File: src/rtl/core/mfa_pkg.sv
// Shared types, codes and constants of the mixed fraction arithmetic unit.
package mfa_pkg;

    localparam int MFA_OPERAND_WIDTH = 16;
    localparam int MFA_FIELD_WIDTH   = 16;
    localparam int MFA_DATA_WIDTH    = 64;

    typedef enum logic [1:0] {
        OP_MUL = 2'd0,
        OP_DIV = 2'd1,
        OP_ADD = 2'd2,
        OP_CMP = 2'd3
    } t_op;

    typedef struct packed {
        t_op                op;
        logic signed [15:0] a_whole;
        logic signed [15:0] a_num;
        logic signed [15:0] a_den;
        logic signed [15:0] b_whole;
        logic signed [15:0] b_num;
        logic signed [15:0] b_den;
    } t_req;

    typedef struct packed {
        logic signed [63:0] res_whole;
        logic signed [63:0] res_num;
        logic signed [63:0] res_den;
        logic               is_equal;
        logic               is_greater;
        logic               is_less;
    } t_rsp;

    // multiplier operand pairs
    typedef enum logic [2:0] {
        MS_AW_AD,
        MS_BW_BD,
        MS_AN_BN,
        MS_AD_BD,
        MS_AN_BD,
        MS_AD_BN,
        MS_BN_AD
    } t_msel;

    // multiplier result destinations
    typedef enum logic [2:0] {
        MD_AN,
        MD_BN,
        MD_P0,
        MD_P0_ADD,
        MD_P1
    } t_mdst;

    // divider operand sets
    typedef enum logic [1:0] {
        DS_PROD,
        DS_NUM,
        DS_DEN
    } t_dsel;

    typedef struct packed {
        logic  load;
        logic  mul_start;
        t_msel mul_sel;
        t_mdst mul_dst;
        logic  fix_den;
        logic  div_start;
        t_dsel div_sel;
        logic  gcd_start;
        logic  out_load;
    } t_cmd;

    typedef struct packed {
        logic mul_done;
        logic div_done;
        logic gcd_done;
        logic rem_zero;
        logic gcd_one;
        logic out_free;
        t_op  op;
    } t_status;

endpackage

File: src/rtl/core/mfa_ctrl.sv
// Sequencer that steps the datapath through one request.
module mfa_ctrl
    import mfa_pkg::*;
(
    input  logic    i_clk,
    input  logic    i_rst_n,
    input  logic    i_valid,
    output logic    o_stall,
    input  t_status i_status,
    output t_cmd    o_cmd
);

    typedef enum logic [4:0] {
        S_IDLE,
        S_PA, S_PA_W,
        S_PB, S_PB_W,
        S_P0, S_P0_W,
        S_P1, S_P1_W,
        S_P2, S_P2_W,
        S_FIX,
        S_DIV, S_DIV_W,
        S_CHK,
        S_GCD, S_GCD_W,
        S_DN, S_DN_W,
        S_DD, S_DD_W,
        S_OUT
    } t_state;

    t_state r_state;

    always_ff @(posedge i_clk) begin
        if (!i_rst_n) begin
            r_state <= S_IDLE;
        end else begin
            unique case (r_state)
                S_IDLE:  if (i_valid) r_state <= S_PA;
                S_PA:    r_state <= S_PA_W;
                S_PA_W:  if (i_status.mul_done) r_state <= S_PB;
                S_PB:    r_state <= S_PB_W;
                S_PB_W:  if (i_status.mul_done) r_state <= S_P0;
                S_P0:    r_state <= S_P0_W;
                S_P0_W:  if (i_status.mul_done) r_state <= S_P1;
                S_P1:    r_state <= S_P1_W;
                S_P1_W: begin
                    if (i_status.mul_done) begin
                        if (i_status.op == OP_ADD)      r_state <= S_P2;
                        else if (i_status.op == OP_CMP) r_state <= S_OUT;
                        else                            r_state <= S_FIX;
                    end
                end
                S_P2:    r_state <= S_P2_W;
                S_P2_W:  if (i_status.mul_done) r_state <= S_FIX;
                S_FIX:   r_state <= (i_status.op == OP_ADD) ? S_OUT : S_DIV;
                S_DIV:   r_state <= S_DIV_W;
                S_DIV_W: if (i_status.div_done) r_state <= S_CHK;
                S_CHK:   r_state <= i_status.rem_zero ? S_OUT : S_GCD;
                S_GCD:   r_state <= S_GCD_W;
                S_GCD_W: begin
                    if (i_status.gcd_done) r_state <= i_status.gcd_one ? S_OUT : S_DN;
                end
                S_DN:    r_state <= S_DN_W;
                S_DN_W:  if (i_status.div_done) r_state <= S_DD;
                S_DD:    r_state <= S_DD_W;
                S_DD_W:  if (i_status.div_done) r_state <= S_OUT;
                S_OUT:   if (i_status.out_free) r_state <= S_IDLE;
                default: r_state <= S_IDLE;
            endcase
        end
    end

    assign o_stall = (r_state != S_IDLE);

    always_comb begin
        o_cmd         = '0;
        o_cmd.mul_sel = MS_AW_AD;
        o_cmd.mul_dst = MD_AN;
        o_cmd.div_sel = DS_PROD;
        unique case (r_state)
            S_IDLE: o_cmd.load = i_valid;
            S_PA: begin
                o_cmd.mul_start = 1'b1;
                o_cmd.mul_sel   = MS_AW_AD;
                o_cmd.mul_dst   = MD_AN;
            end
            S_PB: begin
                o_cmd.mul_start = 1'b1;
                o_cmd.mul_sel   = MS_BW_BD;
                o_cmd.mul_dst   = MD_BN;
            end
            S_P0: begin
                o_cmd.mul_start = 1'b1;
                o_cmd.mul_sel   = (i_status.op == OP_MUL) ? MS_AN_BN : MS_AN_BD;
                o_cmd.mul_dst   = MD_P0;
            end
            S_P1: begin
                o_cmd.mul_start = 1'b1;
                unique case (i_status.op)
                    OP_MUL: begin
                        o_cmd.mul_sel = MS_AD_BD;
                        o_cmd.mul_dst = MD_P1;
                    end
                    OP_DIV: begin
                        o_cmd.mul_sel = MS_AD_BN;
                        o_cmd.mul_dst = MD_P1;
                    end
                    OP_ADD: begin
                        o_cmd.mul_sel = MS_BN_AD;
                        o_cmd.mul_dst = MD_P0_ADD;
                    end
                    default: begin
                        o_cmd.mul_sel = MS_BN_AD;
                        o_cmd.mul_dst = MD_P1;
                    end
                endcase
            end
            S_P2: begin
                o_cmd.mul_start = 1'b1;
                o_cmd.mul_sel   = MS_AD_BD;
                o_cmd.mul_dst   = MD_P1;
            end
            S_FIX: o_cmd.fix_den = 1'b1;
            S_DIV: begin
                o_cmd.div_start = 1'b1;
                o_cmd.div_sel   = DS_PROD;
            end
            S_GCD: o_cmd.gcd_start = 1'b1;
            S_DN: begin
                o_cmd.div_start = 1'b1;
                o_cmd.div_sel   = DS_NUM;
            end
            S_DD: begin
                o_cmd.div_start = 1'b1;
                o_cmd.div_sel   = DS_DEN;
            end
            S_OUT: o_cmd.out_load = i_status.out_free;
            default: ;
        endcase
    end

endmodule

File: config.mk
export PLATFORM = sky130hd
export DESIGN_NAME = mfa_ctrl
export DESIGN_NICKNAME = d
export VERILOG_FILES = /design/src/rtl/core/mfa_pkg.sv /design/src/rtl/core/mfa_ctrl.sv
export SDC_FILE = /design/constraint.sdc
export NUM_CORES = 1
export LEC_CHECK = 0
export ABC_AREA = 1
export BUFFER_PORTS_ARGS = -buffer_cell sky130_fd_sc_hd__buf_2
export CORE_UTILIZATION = 45
export DETAILED_ROUTE_END_ITERATION = 7
export PLACE_DENSITY = 0.8
export SETUP_SLACK_MARGIN = 0.05
export SLEW_MARGIN = 20
export SYNTH_ARGS = -nofsm -noshare
export SYNTH_HDL_FRONTEND = slang
export SYNTH_SLANG_ARGS = --single-unit
File: constraint.sdc
create_clock -name i_clk -period 1.2 [get_ports i_clk]
set_input_delay 0.06 -clock i_clk [delete_from_list [all_inputs] [get_ports i_clk]]
set_output_delay 0.06 -clock i_clk [all_outputs]
set_load 0.005 [all_outputs]
==> impl_metrics.yaml, run 1 <==
floorplan:
  die_w_um: 44.9
  rows: 15
  die_h_um: 44.9
  start_util_pct: 48.0
  pin_count: 26
synthesis:
  synth_fp_nets: 166
  syn_avg_cell_area_um2: 5.35
  seq_area_frac_synth_pct: 12.1
  syn_inst: 155
  yosysWarnings: 0
  ys_ff_latch: 5
  synthDistinctLibCells: 21
  syn_area_um2: 830
clocking:
  cts_root_buffer: "clkbuf_4"
  clkSinkCount: 5
  clockBufferDepth: 2
  htreeDepth: 1
  cts_buffers: 3
  holdBufCountCts: 0
run_status:
  stop_stage: "global routing (5_1_grt)"
  outcome: "stopped before the end"
  error_line: "[ERROR GRT-0232] Routing congestion too high. Check the congestion heatmap in the GUI."
sta:
  worstEpCategory: "top-level output"
  grt-worst-endpoint: "o_cmd[9]"
placement:
  gp_congestion: 1.08
  hpwl_um: 2200
  dpl_cell_area_um2: 1180
  io_buffer_count: 25
global_route:
  grt_max_degree: 11
  grt-ovfl-total: 64
  grt_use_total_pct: 78.3
## routing by layer
layer  track usage (%)  overflow
met1              75.4         0
met2               105        46
met3              46.4         0
met4              92.1        18
met5              8.57         0
## cell usage after synthesis, drive strengths merged
| cell type | number | share of area [%] |
|---|---|---|
| clkinv | 1 | 0.45 |
| nor3 | 2 | 1.2 |
| nand4 | 5 | 3.8 |
| nor4 | 1 | 0.75 |
| dfxtp | 5 | 12 |
| a21oi | 7 | 4.2 |
| nand3 | 31 | 22 |
| o21ai | 7 | 4.2 |
| a22oi | 1 | 0.91 |
| nand2 | 43 | 21 |
| nor2 | 25 | 14 |
| inv | 23 | 10 |
| buf | 4 | 5.0 |
## stage by stage
step,TNS [ns],hold WS (ns),cells,worst slack [ns],utilization (%)
after global placement,-0.711,0.350,222,-0.128,68.4
after CTS,-2.99,0.114,244,-0.191,87.2
after floorplan,0,0.203,155,0.00531,-
after detailed placement,-0.982,0.350,222,-0.167,68.4
## cells by family after synthesis
| group | Yosys count | share of synthesized area (%) |
|---|---|---|
| DFF | 5 | 12.1 |
| and+or+nand+nor | 107 | 62.7 |
| AOI/OAI and AO/OA | 15 | 9.35 |
| buffers and inverters | 28 | 15.8 |
## what timing repair did
item	in CTS
gates resized for setup	44
pin swaps	10
setup endpoints to repair	20
endpoints found under the hold margin	0
setup buffers	18
==> run 2, diff against run 1 <==
--- a/config.mk
+++ b/config.mk
@@ -7,10 +7,10 @@
 export LEC_CHECK = 0
 export ABC_AREA = 1
 export BUFFER_PORTS_ARGS = -buffer_cell sky130_fd_sc_hd__buf_2
-export CORE_UTILIZATION = 45
+export CORE_AREA = 2 2 63 65
 export DETAILED_ROUTE_END_ITERATION = 7
-export PLACE_DENSITY = 0.8
-export SETUP_SLACK_MARGIN = 0.05
+export DIE_AREA = 0 0 65 67
+export PLACE_DENSITY_LB_ADDON = 0.15
 export SLEW_MARGIN = 20
 export SYNTH_ARGS = -nofsm -noshare
 export SYNTH_HDL_FRONTEND = slang
==> constraint.sdc (replaced) <==
create_clock -name i_clk -period 1.6 [get_ports i_clk]
set_input_delay 0.08 -clock i_clk [delete_from_list [all_inputs] [get_ports i_clk]]
set_output_delay 0.08 -clock i_clk [all_outputs]
set_load 0.005 [all_outputs]
==> run 2 against run 1 <==
  * The flow now finishes without violations
  * Synthesized area is the same
  * Synthesized cell count is the same
==> impl_metrics.yaml, run 2 <==
run_status:
  outcome: "finished clean"
drt:
  detail_route.first_pass.iterations: 4
  route.detailed.wl_per_inst_um: 11.6
  drt_iter0_markers: 65
  vias_per_cell: 4.64
  ant_nets: 0
  post-route-drc-count: 0
  vias: 1109
  wl_um: 2770
finish:
  fillCellCount: 422
  final_area_um2: 1120
  area_delta_synth_final_pct: 35.3
  stdcell_count: 239
  final_util_pct: 31.1
  multi_input_area_um2: 606
  layout_commonest_cell: "nand2_1"
  largest_reg_flops: 5
  largest_register: "r_state"
  area.sequential_um2: 106
  final_nets: 203
  drive_gt1_share_pct: 31.9
  layout_common_cells: "40 x nand2_1, 27 x nand3_1, 25 x buf_2, 20 x inv_1, 19 x nor2_1"
  diodes: 0
  top_regs: "r_state: 5 flops"
clocking:
  clkSinkCount: 5
  cts_root_buffer: "clkbuf_8"
  clock_latency_ns: 0.22
  postCtsSetupRepairBufs: 0
  holdBufCountCts: 0
  htreeDepth: 1
  cts_buffers: 3
  clockBufferDepth: 2
  clkTransAtPathRegs_ns: 0.04
  cts_tree: "built"
power:
  p_per_area_nw_per_um2: 1110
  p_leak_uw: 0.000665
  max-vdd-ir-drop_mv: 0.295
  power_uw: 1250
synthesis:
  synth_area_leader_cell: "nand2_1"
  syn_area_um2: 830
  netlist_top_cells_count: "40 x nand2_1, 27 x nand3_1, 20 x inv_1, 20 x nor2_1"
  synth.most_common_cell: "nand2_1"
  syn_avg_cell_area_um2: 5.35
  synth_fp_nets: 166
  syn_inst: 155
  seq_area_frac_synth_pct: 12.1
  synth_edf_count: 0
  async_flop_share_pct: 0
  yosys_most_used_dff: "dfxtp_1"
  yosysWarnings: 0
  synthDistinctLibCells: 21
  synth_top_area_share_pct: 18.1
  netlist_top_cells_area: "nand2_1 18%, nand3_1 16%, dfxtp_1 12%"
  ys_ff_latch: 5
sta:
  worst_pin_slew_ns: 0.281
  max_freq_mhz: 664
  final.setup_skew_ns: 0.00276
  slew_headroom_pct: 81.1
  slew_viol_final: 0
  finalSetupViolCount: 0
  hold_viol_final: 0
  finalWorstPathRequiredPeriod_ns: 1.51
  rsz0062_at_grt: "no"
  finalCritPeriodShare_pct: 94.2
global_route:
  use_met3_pct: 0.676
  grt-ovfl-total: 0
  grt_use_total_pct: 13.0
  busiest_layer: "met2"
  use_met2_pct: 21.1
  grt_pass1_wl_um: 4390
  first_global_vias: 949
  grt_use_met1_pct: 18.4
  grt_max_degree: 14
  antenna_found_initial: 0
setup_path:
  start_kind: "register"
  reg2reg_slack_ns: 0.17
  path_max_fanout: 7
  rr_startpoint: "r_state[4]"
  r2r-end: "r_state[4]"
  worstPathRequired_ns: 1.52
  worstRegToRegCells: 8
  criticalPathCategory: "reg2out"
  end_kind: "output port"
  cp.arrival_ns: 1.43
floorplan:
  start_util_pct: 23.0
  core-area_um2: 3610
  die_h_um: 67
  rows: 22
  die-area_um2: 4360
  die_w_um: 65
  pin_count: 26
min_path:
  hp-start: "i_rst_n"
  hold_end: "r_state[3]"
  hold_depth: 3
  worstHoldPathType: "in2reg"
placement:
  io_buffer_count: 25
  dpl_cell_area_um2: 1060
  gp_congestion: 0.837
  hpwl_um: 2280
  place_inst: 235
flow_run:
  cap_viol_max_count: 0
## run 2: power by group
group / internal [uW] / switching, uW / total [uW] / leakage (uW)
clock: 171 / 61.7 / 233 / 0.0000228
sequential: 162 / 48.7 / 210 / 0.0000429
combinational: 319 / 484 / 804 / 0.000599
## run 2: stage by stage
| stage | hold slack [ns] | setup WS [ns] | TNS, ns |
|---|---|---|---|
| after global placement | 0.382 | -0.0212 | -0.0899 |
| after CTS | 0.160 | 0.0135 | 0 |
| after global routing | 0.200 | 0.00119 | 0 |
| after floorplan | 0.243 | 0.301 | 0 |
| final | 0.157 | 0.0931 | 0 |
| after detailed placement | 0.388 | 0.0353 | 0 |
## run 2: worst max path at each step
stage                    start          to  slack, ns  cells past startpoint
finish              r_state[2]    o_cmd[7]       0.09                      7
CTS                 r_state[2]    o_cmd[7]       0.01                      7
global route        r_state[0]    o_cmd[7]      0.001                      7
detailed placement  r_state[2]  r_state[2]       0.04                      8
global placement    r_state[2]  r_state[4]      -0.02                      8
floorplan           r_state[2]  r_state[1]       0.30                      7
## run 2: per-layer routing
metal / part of all wire (%) / wire [um]
met1: 48 / 1330
met2: 46 / 1280
met3: 4.6 / 128
met4: 0.65 / 18
met5: 0 / 0
## run 2: logic make-up after synthesis
logic type	Yosys count	synth area share (%)
AO/OA/AOI/OAI	15	9.35
flip-flops	5	12.1
AND/OR/NAND/NOR	107	62.7
buffers and inverters	28	15.8
## run 2: area by class of cell
type	count	area share (%)
multi-input combinational	122	54.0
timing repair buffer	36	18.8
sequential	5	9.48
inverter	24	8.36
tap	48	5.35
clock buffer	4	4.01
## run 2: critical path, cell delays in order (launching register included)
cell	delay [ns]
dfxtp_2	0.40
inv_2	0.08
nor2_2	0.17
nand3_1	0.16
inv_1	0.10
nand2_1	0.07
o21ai_0	0.08
buf_2	0.13
## run 2: what timing repair did
action / in CTS / in global routing
pin swaps: 0 / 0
cloned: 0 / 0
setup endpoints to repair: 5 / 13
gates resized for setup: 1 / 8
No activity file was read; power rests on OpenSTA's default activity.
==> run 3, diff against run 2 <==
--- a/config.mk
+++ b/config.mk
@@ -6,11 +6,14 @@
 export NUM_CORES = 1
 export LEC_CHECK = 0
 export ABC_AREA = 1
-export BUFFER_PORTS_ARGS = -buffer_cell sky130_fd_sc_hd__buf_2
+export BUFFER_PORTS_ARGS = -buffer_cell sky130_fd_sc_hd__buf_4
+export CELL_PAD_IN_SITES_DETAIL_PLACEMENT = 1
+export CELL_PAD_IN_SITES_GLOBAL_PLACEMENT = 2
 export CORE_AREA = 2 2 63 65
 export DETAILED_ROUTE_END_ITERATION = 7
 export DIE_AREA = 0 0 65 67
 export PLACE_DENSITY_LB_ADDON = 0.15
+export RECOVER_POWER = 50
 export SLEW_MARGIN = 20
 export SYNTH_ARGS = -nofsm -noshare
 export SYNTH_HDL_FRONTEND = slang
==> run 3 against run 2 <==
  * Sequential share of layout area fell by 0.91 points
  * Non-clock buffer count rose by 5
  * Hold slack improved by 0.0016 ns
  * Largest power group unchanged
==> impl_metrics.yaml, run 3 (same netlist as run 2, synthesis figures left out) <==
placement:
  hpwl_um: 2710
  io_buffer_count: 25
  place_inst: 240
  gp_congestion: 0.869
sta:
  slew_viol_final: 0
  finalSetupViolCount: 0
  final.setup_skew_ns: 0.00144
  finalCritPeriodShare_pct: 92.4
  hold_viol_final: 0
  worst_pin_slew_ns: 0.365
  rsz0062_at_grt: "yes"
  max_freq_mhz: 676
  slew_headroom_pct: 75.4
  finalWorstPathRequiredPeriod_ns: 1.48
clocking:
  clkTransAtPathRegs_ns: 0.03
  clockBufferDepth: 2
  holdBufCountCts: 0
  clock_latency_ns: 0.22
  cts_buffers: 3
  cts_root_buffer: "clkbuf_8"
  cts_tree: "built"
  clkSinkCount: 5
  postCtsSetupRepairBufs: 0
  htreeDepth: 1
power:
  power_uw: 1430
  p_per_area_nw_per_um2: 1150
  netSwitchingPower_uw: 654
  pwr-share-comb_pct: 68.6
  seq_power_share_pct: 15.5
  max-vdd-ir-drop_mv: 0.272
  p_leak_uw: 0.000704
  clkPwrFrac_pct: 15.9
  intPower_uw: 779
  power_switching_share_pct: 45.7
finish:
  diodes: 0
  drive_gt1_share_pct: 35.2
  final_util_pct: 34.4
  stdcell_count: 244
  largest_reg_flops: 5
  largest_register: "r_state"
  final_nets: 208
  fillCellCount: 498
  top_regs: "r_state: 5 flops"
  area_delta_synth_final_pct: 49.6
  layout_common_cells: "40 x nand2_1, 40 x buf_4, 26 x nand3_1, 20 x inv_1, 17 x nor2_1"
setup_path:
  worstPathRequired_ns: 1.52
  path_max_fanout: 6
  start_kind: "register"
  criticalPathCategory: "reg2out"
  slowest_delay_ns: 0.39
  crit_family: "simple AND/OR/NAND/NOR gates"
  cp.arrival_ns: 1.40
  end_kind: "output port"
  cpMostUsedCell: "inv_1"
  cp_cell_sequence: "inv_1, nor2_4, inv_1, nor4_1, buf_4"
  path_buf_inv: 3
  crit_path_top_delay_cell: "dfxtp_2"
floorplan:
  die_h_um: 67
  die-area_um2: 4360
  start_util_pct: 23.0
  pin_count: 26
  rows: 22
  core-area_um2: 3610
  die_w_um: 65
drt:
  drt_iter0_markers: 15
  ant_nets: 0
  vias_per_cell: 4.70
  post-route-drc-count: 0
  detail_route.first_pass.iterations: 4
  route.detailed.wl_per_inst_um: 13.1
  vias: 1146
  wl_um: 3190
run_status:
  outcome: "finished clean"
global_route:
  grt_pass1_wl_um: 5430
  first_global_vias: 1195
  antenna_found_initial: 0
  grt_max_degree: 11
  grt-ovfl-total: 0
  grt_use_total_pct: 15.8
min_path:
  worstHoldPathType: "in2reg"
flow_run:
  cap_viol_max_count: 0
## run 3: worst paths after layout
kind | slack, ns | from | end | depth (start not counted)
worst min-delay path | 0.16 | i_rst_n | r_state[2] | 3
worst max-delay path | 0.12 | r_state[0] | o_cmd[0] | 5
worst min register to register | 0.50 | r_state[4] | r_state[4] | 2
worst max register to register | 0.15 | r_state[1] | r_state[2] | 9
## run 3: worst register-to-register path, cell delays in order, from the launching register on
cell and delay [ns]:
dfxtp_2 0.35, nand2_1 0.07, clkinv_1 0.16, buf_4 0.21
nand3_1 0.12, nand3_1 0.10, nor2_1 0.12, nand2_1 0.07
nand3_1 0.08, a21oi_1 0.06
## run 3: per-layer routing
metal	GRT usage [%]	part of all wire [%]	up-vias
met5	0	0	-
met4	4.79	1.3	0
met3	1.35	2.7	4
met2	27.6	48	24
met1	20.6	48	537
li1	-	-	581
## run 3: timing repair
action	CTS	global route
endpoints found under the setup margin	7	12
pin swaps	0	0
resized for setup	3	8
gates cloned	0	0
## run 3: area by class of cell
class | instances | area [um^2] | share of cell area (%)
Sequential cell | 5 | 106 | 8.57
Inverter | 24 | 90.1 | 7.26
Multi-Input combinational cell | 122 | 619 | 49.9
Timing Repair Buffer | 41 | 320 | 25.8
Tap cell | 48 | 60.1 | 4.84
Clock buffer | 4 | 45.0 | 3.63
## run 3: power groups by stage
stage	combinational, uW	clock [uW]	sequential [uW]
floorplan	531	0	185
global placement	961	0	210
detailed placement	961	0	212
CTS	967	233	215
global route	1090	241	230
finish	983	227	223
## run 3: metrics by stage
step / TNS [ns] / cell area, um^2 / hold slack, ns / setup WS [ns]
finish: 0 / 1240 / 0.158 / 0.121
global route: -0.000798 / 1240 / 0.180 / -0.000798
CTS: 0 / 1220 / 0.155 / 0.0343
detailed placement: 0 / 1170 / 0.381 / 0.0609
global placement: 0 / 1170 / 0.375 / 0.112
floorplan: 0 / 830 / 0.243 / 0.301
